$ cat src/design/lfu_pkg.sv
// lfu_pkg: shared types and constants for the lfu key-value cache
// no dependencies
package lfu_pkg;
  localparam int unsigned ENTRIES_DEF     = 16;
  localparam int unsigned KEY_WIDTH_DEF   = 32;
  localparam int unsigned VALUE_WIDTH_DEF = 32;
  localparam int unsigned USE_WIDTH_DEF   = 16;
  localparam int unsigned CMD_WIDTH       = 3;
  localparam int unsigned CAP_WIDTH       = 5;
  localparam int unsigned STAT_WIDTH      = 32;

  localparam logic [CMD_WIDTH-1:0] CMD_GET    = 3'd0;
  localparam logic [CMD_WIDTH-1:0] CMD_PUT    = 3'd1;
  localparam logic [CMD_WIDTH-1:0] CMD_REMOVE = 3'd2;
  localparam logic [CMD_WIDTH-1:0] CMD_EXISTS = 3'd3;
  localparam logic [CMD_WIDTH-1:0] CMD_CLEAR  = 3'd4;

  typedef enum logic [2:0] {
    ST_IDLE,
    ST_SCAN,
    ST_FREE,
    ST_WRITE,
    ST_DONE
  } state_e;
endpackage

$ cat src/design/lfu_ram.sv
// lfu_ram: generic single-port synchronous ram with registered read
// no dependencies
module lfu_ram #(
  parameter int unsigned WIDTH = 32,
  parameter int unsigned DEPTH = 16
) (
  input  logic                     clk_i,
  input  logic                     we_i,
  input  logic [$clog2(DEPTH)-1:0] addr_i,
  input  logic [WIDTH-1:0]         wdata_i,
  output logic [WIDTH-1:0]         rdata_o
);
  logic [WIDTH-1:0] mem_q [DEPTH];

  always_ff @(posedge clk_i) begin
    if (we_i) begin
      mem_q[addr_i] <= wdata_i;
    end
    rdata_o <= mem_q[addr_i];
  end
endmodule

$ cat src/design/lfu_key_value_cache_core.sv
// lfu_key_value_cache_core: top level of the lfu key-value cache
// depends on lfu_pkg and lfu_ram
//
// usage: pulse start_i with cmd_i, key_i and write_value_i while busy_o is low.
// the command word is taken at that edge; busy_o rises the next cycle.
// entries live in one ram holding key, value and use count; valid bits are flops.
// get, put, remove and exists scan all ENTRIES slots, one read per cycle,
// looking for the key and for the lowest-use victim at the same time.
// a put of a new key then writes the lowest free slot in a write state.
// clear and unknown codes skip the scan and go straight to the done state.
// one command at a time, so the next word is taken at the earliest in the
// cycle after the result.
// the result word appears for one cycle with done_o high; it cannot stall.
// cfg_we_i writes capacity from cfg_wdata_i; write it only while idle.
// reset clears valid bits, statistics and sets capacity to 16. no clearing
// pass is needed since invalid entries are ignored during the scan.
module lfu_key_value_cache_core #(
  parameter int unsigned ENTRIES     = lfu_pkg::ENTRIES_DEF,
  parameter int unsigned KEY_WIDTH   = lfu_pkg::KEY_WIDTH_DEF,
  parameter int unsigned VALUE_WIDTH = lfu_pkg::VALUE_WIDTH_DEF,
  parameter int unsigned USE_WIDTH   = lfu_pkg::USE_WIDTH_DEF
) (
  input  logic                            clk_i,
  input  logic                            rst_ni,
  input  logic                            start_i,
  output logic                            busy_o,
  input  logic [lfu_pkg::CMD_WIDTH-1:0]   cmd_i,
  input  logic [KEY_WIDTH-1:0]            key_i,
  input  logic [VALUE_WIDTH-1:0]          write_value_i,
  input  logic                            cfg_we_i,
  input  logic [lfu_pkg::CAP_WIDTH-1:0]   cfg_wdata_i,
  output logic                            done_o,
  output logic                            hit_o,
  output logic [VALUE_WIDTH-1:0]          read_value_o,
  output logic                            evicted_o,
  output logic [KEY_WIDTH-1:0]            evicted_key_o,
  output logic [lfu_pkg::CAP_WIDTH-1:0]   occupancy_o,
  output logic [lfu_pkg::STAT_WIDTH-1:0]  request_count_o,
  output logic [lfu_pkg::STAT_WIDTH-1:0]  hit_count_o,
  output logic [lfu_pkg::STAT_WIDTH-1:0]  miss_count_o,
  output logic [lfu_pkg::STAT_WIDTH-1:0]  eviction_count_o
);
  localparam int unsigned AW = $clog2(ENTRIES);
  localparam int unsigned CW = $clog2(ENTRIES + 1);
  localparam int unsigned RW = KEY_WIDTH + VALUE_WIDTH + USE_WIDTH;
  localparam int unsigned SW = lfu_pkg::STAT_WIDTH;
  localparam logic [USE_WIDTH-1:0] USE_MAX = {USE_WIDTH{1'b1}};
  localparam logic [SW-1:0] STAT_MAX = {SW{1'b1}};
  localparam logic [AW-1:0] LAST = AW'(ENTRIES - 1);

  lfu_pkg::state_e state_q, state_d;
  logic [lfu_pkg::CAP_WIDTH-1:0] cap_q;
  logic [ENTRIES-1:0] valid_q, valid_d;
  logic [lfu_pkg::CMD_WIDTH-1:0] cmd_q;
  logic [KEY_WIDTH-1:0] key_q;
  logic [VALUE_WIDTH-1:0] wval_q;
  logic [AW-1:0] addr_q, addr_d, rd_idx_q;
  logic rd_vld_q, rd_vld_d;
  logic found_q, found_d;
  logic [AW-1:0] fslot_q, fslot_d;
  logic [USE_WIDTH-1:0] fuses_q, fuses_d;
  logic [VALUE_WIDTH-1:0] fval_q, fval_d;
  logic vic_q, vic_d;
  logic [AW-1:0] vslot_q, vslot_d;
  logic [USE_WIDTH-1:0] vuses_q, vuses_d;
  logic [KEY_WIDTH-1:0] vkey_q, vkey_d;
  logic [CW-1:0] occ_q, occ_d;
  logic [SW-1:0] req_q, req_d, hit_cnt_q, hit_cnt_d, miss_q, miss_d, evc_q, evc_d;
  logic r_hit_q, r_hit_d, r_ev_q, r_ev_d;
  logic [VALUE_WIDTH-1:0] r_val_q, r_val_d;
  logic [KEY_WIDTH-1:0] r_evk_q, r_evk_d;
  logic [AW-1:0] free_q, free_d;
  logic free_ok_q, free_ok_d;

  logic ram_we;
  logic [AW-1:0] ram_addr;
  logic [RW-1:0] ram_wdata, ram_rdata;
  logic [KEY_WIDTH-1:0] rd_key;
  logic [VALUE_WIDTH-1:0] rd_val;
  logic [USE_WIDTH-1:0] rd_uses;
  logic [CW-1:0] eff_cap;

  assign {rd_key, rd_val, rd_uses} = ram_rdata;

  lfu_ram #(.WIDTH(RW), .DEPTH(ENTRIES)) u_ram (
    .clk_i   (clk_i),
    .we_i    (ram_we),
    .addr_i  (ram_addr),
    .wdata_i (ram_wdata),
    .rdata_o (ram_rdata)
  );

  always_comb begin
    if (cap_q == '0) begin
      eff_cap = CW'(1);
    end else if (32'(cap_q) > ENTRIES) begin
      eff_cap = CW'(ENTRIES);
    end else begin
      eff_cap = CW'(cap_q);
    end
  end

  always_ff @(posedge clk_i or negedge rst_ni) begin
    if (!rst_ni) begin
      state_q   <= lfu_pkg::ST_IDLE;
      cap_q     <= lfu_pkg::CAP_WIDTH'(16);
      valid_q   <= '0;
      occ_q     <= '0;
      req_q     <= '0;
      hit_cnt_q <= '0;
      miss_q    <= '0;
      evc_q     <= '0;
      rd_vld_q  <= 1'b0;
    end else begin
      state_q   <= state_d;
      valid_q   <= valid_d;
      occ_q     <= occ_d;
      req_q     <= req_d;
      hit_cnt_q <= hit_cnt_d;
      miss_q    <= miss_d;
      evc_q     <= evc_d;
      rd_vld_q  <= rd_vld_d;
      if (cfg_we_i) begin
        cap_q <= cfg_wdata_i;
      end
    end
  end

  always_ff @(posedge clk_i) begin
    if (start_i && state_q == lfu_pkg::ST_IDLE) begin
      cmd_q  <= cmd_i;
      key_q  <= key_i;
      wval_q <= write_value_i;
    end
    addr_q    <= addr_d;
    rd_idx_q  <= addr_q;
    found_q   <= found_d;
    fslot_q   <= fslot_d;
    fuses_q   <= fuses_d;
    fval_q    <= fval_d;
    vic_q     <= vic_d;
    vslot_q   <= vslot_d;
    vuses_q   <= vuses_d;
    vkey_q    <= vkey_d;
    r_hit_q   <= r_hit_d;
    r_ev_q    <= r_ev_d;
    r_val_q   <= r_val_d;
    r_evk_q   <= r_evk_d;
    free_q    <= free_d;
    free_ok_q <= free_ok_d;
  end

  always_comb begin
    logic [ENTRIES-1:0] v;
    logic [CW-1:0] n;
    state_d   = state_q;
    valid_d   = valid_q;
    occ_d     = occ_q;
    req_d     = req_q;
    hit_cnt_d = hit_cnt_q;
    miss_d    = miss_q;
    evc_d     = evc_q;
    addr_d    = addr_q;
    rd_vld_d  = 1'b0;
    found_d   = found_q;
    fslot_d   = fslot_q;
    fuses_d   = fuses_q;
    fval_d    = fval_q;
    vic_d     = vic_q;
    vslot_d   = vslot_q;
    vuses_d   = vuses_q;
    vkey_d    = vkey_q;
    r_hit_d   = r_hit_q;
    r_ev_d    = r_ev_q;
    r_val_d   = r_val_q;
    r_evk_d   = r_evk_q;
    free_d    = free_q;
    free_ok_d = free_ok_q;
    ram_we    = 1'b0;
    ram_addr  = addr_q;
    ram_wdata = {key_q, wval_q, USE_WIDTH'(1)};
    v         = valid_q;
    n         = occ_q;
    done_o    = 1'b0;
    case (state_q)
      lfu_pkg::ST_IDLE: begin
        if (start_i) begin
          addr_d  = '0;
          found_d = 1'b0;
          vic_d   = 1'b0;
          r_hit_d = 1'b0;
          r_ev_d  = 1'b0;
          r_val_d = '0;
          r_evk_d = '0;
          if (cmd_i == lfu_pkg::CMD_GET || cmd_i == lfu_pkg::CMD_PUT ||
              cmd_i == lfu_pkg::CMD_REMOVE || cmd_i == lfu_pkg::CMD_EXISTS) begin
            state_d = lfu_pkg::ST_SCAN;
          end else begin
            if (cmd_i == lfu_pkg::CMD_CLEAR) begin
              valid_d = '0;
              occ_d   = '0;
            end
            state_d = lfu_pkg::ST_DONE;
          end
        end
      end
      lfu_pkg::ST_SCAN: begin
        ram_addr = addr_q;
        rd_vld_d = 1'b1;
        if (addr_q != LAST) begin
          addr_d = addr_q + AW'(1);
        end
        // process the word read last cycle (index rd_idx_q)
        if (rd_vld_q && valid_q[rd_idx_q]) begin
          if (rd_key == key_q && !found_q) begin
            found_d = 1'b1;
            fslot_d = rd_idx_q;
            fuses_d = rd_uses;
            fval_d  = rd_val;
          end
          if (!vic_q || rd_uses < vuses_q) begin
            vic_d   = 1'b1;
            vslot_d = rd_idx_q;
            vuses_d = rd_uses;
            vkey_d  = rd_key;
          end
        end
        if (rd_vld_q && rd_idx_q == LAST) begin
          state_d = lfu_pkg::ST_FREE;
        end
      end
      lfu_pkg::ST_FREE: begin
        ram_addr = fslot_q;
        case (cmd_q)
          lfu_pkg::CMD_GET: begin
            req_d = (req_q == STAT_MAX) ? req_q : req_q + SW'(1);
            if (found_q) begin
              hit_cnt_d = (hit_cnt_q == STAT_MAX) ? hit_cnt_q : hit_cnt_q + SW'(1);
              r_hit_d   = 1'b1;
              r_val_d   = fval_q;
              ram_we    = 1'b1;
              ram_wdata = {key_q, fval_q,
                           (fuses_q == USE_MAX) ? fuses_q : fuses_q + USE_WIDTH'(1)};
            end else begin
              miss_d = (miss_q == STAT_MAX) ? miss_q : miss_q + SW'(1);
            end
            state_d = lfu_pkg::ST_DONE;
          end
          lfu_pkg::CMD_PUT: begin
            if (found_q) begin
              ram_we    = 1'b1;
              ram_wdata = {key_q, wval_q,
                           (fuses_q == USE_MAX) ? fuses_q : fuses_q + USE_WIDTH'(1)};
              state_d   = lfu_pkg::ST_DONE;
            end else begin
              if (occ_q >= eff_cap && vic_q) begin
                v[vslot_q] = 1'b0;
                n          = occ_q - CW'(1);
                r_ev_d     = 1'b1;
                r_evk_d    = vkey_q;
                evc_d      = (evc_q == STAT_MAX) ? evc_q : evc_q + SW'(1);
              end
              valid_d   = v;
              occ_d     = n;
              free_ok_d = 1'b0;
              free_d    = '0;
              for (int i = ENTRIES - 1; i >= 0; i--) begin
                if (!v[i]) begin
                  free_ok_d = 1'b1;
                  free_d    = AW'(i);
                end
              end
              state_d = lfu_pkg::ST_WRITE;
            end
          end
          lfu_pkg::CMD_REMOVE: begin
            if (found_q) begin
              valid_d[fslot_q] = 1'b0;
              occ_d            = occ_q - CW'(1);
            end
            state_d = lfu_pkg::ST_DONE;
          end
          lfu_pkg::CMD_EXISTS: begin
            r_hit_d = found_q;
            state_d = lfu_pkg::ST_DONE;
          end
          default: begin
            state_d = lfu_pkg::ST_DONE;
          end
        endcase
      end
      lfu_pkg::ST_WRITE: begin
        ram_addr = free_q;
        if (free_ok_q) begin
          ram_we          = 1'b1;
          valid_d[free_q] = 1'b1;
          occ_d           = occ_q + CW'(1);
        end
        state_d = lfu_pkg::ST_DONE;
      end
      lfu_pkg::ST_DONE: begin
        done_o  = 1'b1;
        state_d = lfu_pkg::ST_IDLE;
      end
      default: begin
        state_d = lfu_pkg::ST_IDLE;
      end
    endcase
  end

  assign busy_o           = (state_q != lfu_pkg::ST_IDLE);
  assign hit_o            = r_hit_q;
  assign read_value_o     = r_val_q;
  assign evicted_o        = r_ev_q;
  assign evicted_key_o    = r_evk_q;
  assign occupancy_o      = lfu_pkg::CAP_WIDTH'(occ_q);
  assign request_count_o  = req_q;
  assign hit_count_o      = hit_cnt_q;
  assign miss_count_o     = miss_q;
  assign eviction_count_o = evc_q;
endmodule
$ cat config.mk
export PLATFORM = sky130hd
export DESIGN_NAME = lfu_key_value_cache_core
export DESIGN_NICKNAME = d
export VERILOG_FILES = /design/src/design/lfu_pkg.sv /design/src/design/lfu_ram.sv /design/src/design/lfu_key_value_cache_core.sv
export SDC_FILE = /design/constraint.sdc
export NUM_CORES = 2
export LEC_CHECK = 0
export BUFFER_PORTS_ARGS = -buffer_cell sky130_fd_sc_hd__buf_2
export CORE_MARGIN = 3
export CORE_UTILIZATION = 50
export DETAILED_ROUTE_END_ITERATION = 12
export GPL_TIMING_DRIVEN = 0
export MAX_ROUTING_LAYER = met4
export PLACE_DENSITY = 0.74
export SYNTH_ARGS = -nofsm -noshare
export SYNTH_HDL_FRONTEND = slang
export SYNTH_HIERARCHICAL = 1
export SYNTH_SLANG_ARGS = --single-unit
$ cat constraint.sdc
create_clock -name clk_i -period 9.7 [get_ports clk_i]
set_clock_uncertainty 0.05 [all_clocks]
set_input_delay 1.94 -clock clk_i [delete_from_list [all_inputs] [get_ports clk_i]]
set_output_delay 1.94 -clock clk_i [all_outputs]
set_load 0.03 [all_outputs]
==> metrics.md <==
| Metric | Value |
|---|---|
| CP top delay family | `buffers and inverters` |
| Status | `finished clean` |
| Worst slew pin tran | `1.386 ns` |
| Net switching share of the total power | `0.3180` |
| Vias | `between 30k and 40k` |
| Ports | `between 200 and 300` |
| Crit share post-route | `0.5274` |
| Post-route DRC | `0` |
| Cell variety after synth | `81` |
| Hold Crit Class | `flip-flop to flip-flop` |
| Worst-skew pair later-pin latency | `roughly 0.8 ns` |
| Fmax | `slightly below 0.2 GHz` |
| RSZ-0062 raised after global routing | `no` |
| Post-synth EDFFs | `around 1.5k` |
| Tot GR Track Use | `0.2407` |
| Routed Antenna Nets | `0` |
| H-Tree Depth | `4` |
| Final Max Tran Viols | `0` |
| Syn Nets | `3,574` |
| Post-DP HPWL | `between 100,000 and 150,000 µm` |
| Final setup viols | `0` |
| Register bit count reported by yosys | `roughly 1.8k` |
| Internal | `between 15 and 20 mW` |
| Setup crit end kind | `flip-flop` |
| Post-synthesis sequential area ratio | `0.7610` |
| Chip height | `between 300 and 400 µm` |
| Setup TNS | `0 ns` |
| Die span in x | `374.0 µm` |
| CTS root buf | `clkbuf_16` |
| Ys flop type | `edfxtp_1` |
| Vias in the first global route | `between 30k and 40k` |
| Count of final hold-check violations | `0` |
| PostCTS Resize Cnt | `0` |
| Max cap viols | `0` |
| Crit-path max cell delay | `0.69 ns` |
| Clk buf depth | `3` |
| Row count | `around 130` |
| Area Overhead vs Synth | `16.93%` |
| Port Buffer Count | `between 200 and 300` |
| Clock sinks | `1,770` |
| Post-Syn Area per Cell | `about 20 µm²` |
| Sequential share of power | `0.413` |
| FILL cells | `between 9k and 10k` |
| Fin nets | `just over 4k` |
| Type of origin of the critical path | `flip-flop` |
| Post-CTS Setup Inserts | `0` |
| Minimum clock period | `5.116 ns` |
| Worst-path cell chain | `buf_2 -> nor2b_1 -> clkbuf_1 -> nor2_1 -> a21oi_1 -> buf_2 -> buf_1 -> nand2_1 -> nor2_4 -> buf_16 -> buf_12 -> buf_12` |
| Core outline area | `around 0.13 mm²` |
| Routed wire per std cell | `roughly 27 µm` |
| Comb pwr share | `0.286` |
| Final wirelength | `about 160,000 µm` |
| Leakage | `about 27 nW` |
| CP max FO | `26` |
| Crit path kind | `flip-flop to flip-flop` |
| Initial antenna violation count | `2` |
| Initial Utilization | `0.5054` |
| CTS tree | `done` |
| Worst slew margin | `0.07568` |
| Final GP Congestion | `~0.87` |
| Initial DRC count | `between 4k and 5k` |
| Buffers and inverters on the worst path | `7` |
| Placed cells | `between 5k and 6k` |
| Inserted Clock Buffers | `~170` |
| Overflow after GRT | `0` |
| Worst-path clk slew | `approximately 0.060 ns` |
| First-pass GRT wire length | `roughly 240,000 µm` |
| Utilization after layout | `0.5910` |
| Crit path max-delay cell type | `nor2_4` |
| # hold bufs at CTS | `0` |
| Power share of the clock group | `0.302` |
| Vias per cell | `6.063` |
| Mapped Area | `0.06770 mm²` |
| Share of cells above drive strength 1 | `0.2790` |
| Sw Pwr | `approximately 7.3 mW` |
| Die ar. | `roughly 0.14 mm²` |
| Yosys warnings | `6` |
| Worst VDD drop | `approximately 0.23 mV` |
| Largest net degree at the start of global routing | `roughly 110` |
| Req. time, crit path | `10.12 ns` |
| Post-synth ARST share | `0.08927` |
| Mapped Cells | `between 3k and 4k` |
| Final std cells w/o fill | `5,941` |
| DRT Pass-1 Iters | `5` |
| Data arrival time of the worst path | `~5.5 ns` |
| P per Cell Area | `just under 300 mW/mm²` |
## sequential cells by signal, summed over array words and instances, names as in the netlist, 5 cells and up
signal and count:
request_count_o 32, vuses_q 16, hit_count_o 32, read_value_o 32
fval_q 32, u_ram/mem_q 1280, eviction_count_o 32, u_ram/rdata_o 80
valid_q 16, fuses_q 16, vkey_q 32, occupancy_o 5
miss_count_o 32, wval_q 32, evicted_key_o 32, key_q 32
cap_q 5
## routing by layer
| layer | part of all wire | vias to the layer above | GRT usage |
|---|---|---|---|
| met3 | 0.10 | 300 | 0.05385 |
| li1 | - | 15070 | - |
| met2 | 0.48 | 2063 | 0.3701 |
| met5 | 0 | - | - |
| met4 | 0.026 | 0 | 0.06582 |
| met1 | 0.40 | 18590 | 0.3284 |
## cell type report
| class | instances | area [µm²] | share of cell area |
|---|---|---|---|
| clock inverter | 96 | 1142 | 0.01443 |
| antenna | 4 | 10.01 | 0.0001264 |
| tap | 1768 | 2212 | 0.02794 |
| inverter | 42 | 160.2 | 0.002023 |
| multi-input combinational | 1506 | 15460 | 0.1953 |
| clock buffer | 232 | 4873 | 0.06156 |
| sequential | 1770 | 51520 | 0.6508 |
| buffer | 150 | 705.7 | 0.008914 |
| timing repair buffer | 373 | 3082 | 0.03893 |
## path summary, 6_finish.rpt
check                                       start                  to  slack (ns)  cells past startpoint
worst max-delay path                   state_q[1]  u_ram/mem_q[3][47]        4.58                     12
worst min-delay path            u_ram/rdata_o[47]          fval_q[31]        0.35                      0
worst max register to register         state_q[1]  u_ram/mem_q[3][47]        4.58                     12
worst min register to register  u_ram/rdata_o[47]          fval_q[31]        0.35                      0
max in group asynchronous                  rst_ni          state_q[0]        7.66                      2
min in group asynchronous                  rst_ni      hit_count_o[5]        1.00                      1
## cell usage after synthesis (all sizes together), types with 3 or more instances
| library cell | number | share of area |
|---|---|---|
| a211oi | 5 | 0.00055 |
| a21o | 6 | 0.00067 |
| a21oi | 51 | 0.0039 |
| a22oi | 162 | 0.020 |
| a31oi | 11 | 0.0012 |
| and2 | 73 | 0.0068 |
| and3 | 31 | 0.0029 |
| and4 | 24 | 0.0032 |
| buf | 79 | 0.0065 |
| clkbuf | 71 | 0.0040 |
| dfrtp | 157 | 0.058 |
| dfxtp | 84 | 0.025 |
| edfxtp | 1528 | 0.68 |
| ha | 29 | 0.0054 |
| inv | 42 | 0.0023 |
| mux2 | 40 | 0.0067 |
| mux2i | 6 | 0.00089 |
| mux4 | 324 | 0.11 |
| nand2 | 181 | 0.010 |
| nand2b | 15 | 0.0015 |
| nand3 | 84 | 0.0064 |
| nand3b | 3 | 0.00033 |
| nand4 | 47 | 0.0045 |
| nor2 | 97 | 0.0054 |
| nor2b | 16 | 0.0016 |
| nor3 | 27 | 0.0021 |
| nor3b | 6 | 0.00074 |
| nor4 | 11 | 0.0013 |
| nor4b | 3 | 0.00070 |
| o2111ai | 10 | 0.0013 |
| o211a | 3 | 0.00044 |
| o211ai | 3 | 0.00033 |
| o21ai | 21 | 0.0016 |
| o221ai | 8 | 0.0010 |
| or3 | 7 | 0.00072 |
| xnor2 | 122 | 0.016 |
| xor2 | 51 | 0.0066 |
## per-stage QoR
step	total power [mW]	hold WS [ns]	cell area [µm²]	setup WS, ns
final	22.86	0.3451	79170	4.584
after global routing	23.71	0.3616	79160	4.433
after CTS	22.98	0.3500	79150	4.666
after detailed placement	16.03	0.3387	73130	4.738
after global placement	15.86	0.3380	71300	-5.903
after floorplan	13.82	0.3355	67700	1.630
## worst reg2reg max path, delay by kind of cell, from the launching register on
family          cells  cell delay [ns]
buf+inv             7             2.41
simple gates        4             1.66
compound gates      1             0.35
flops               1             0.31
## power groups by stage
stage | combinational (mW) | sequential, mW | clock [mW]
3_3_place_gp | 6.27 | 9.60 | 0
3_5_place_dp | 6.45 | 9.58 | 0
5_1_grt | 6.91 | 9.48 | 7.32
4_1_cts | 6.54 | 9.43 | 7.00
2_1_floorplan | 4.21 | 9.60 | 0
6_report | 6.53 | 9.43 | 6.90
## cells in the final DEF (no fill, tap or decap), types with 49 or more instances in the layout
cell and instances:
edfxtp_1 1528, mux4_2 324, buf_2 322, nand2_1 178, clkbuf_16 175, dfrtp_1 157
a22oi_1 132, xnor2_1 122, clkbuf_1 99, dfxtp_1 84, nor2_1 82, nand3_1 82
and2_1 71, xor2_1 51, a21oi_1 49
## kinds of logic after synthesis
group	share of synthesized area
xor gates and xnor gates	0.02238
AOI/OAI and AO/OA	0.03391
buffers and inverters	0.01275
and+or+nand+nor	0.04901
adders and majority gates	0.005655
DFF	0.7610
muxes	0.1153
(Power assumes the default switching activity.)
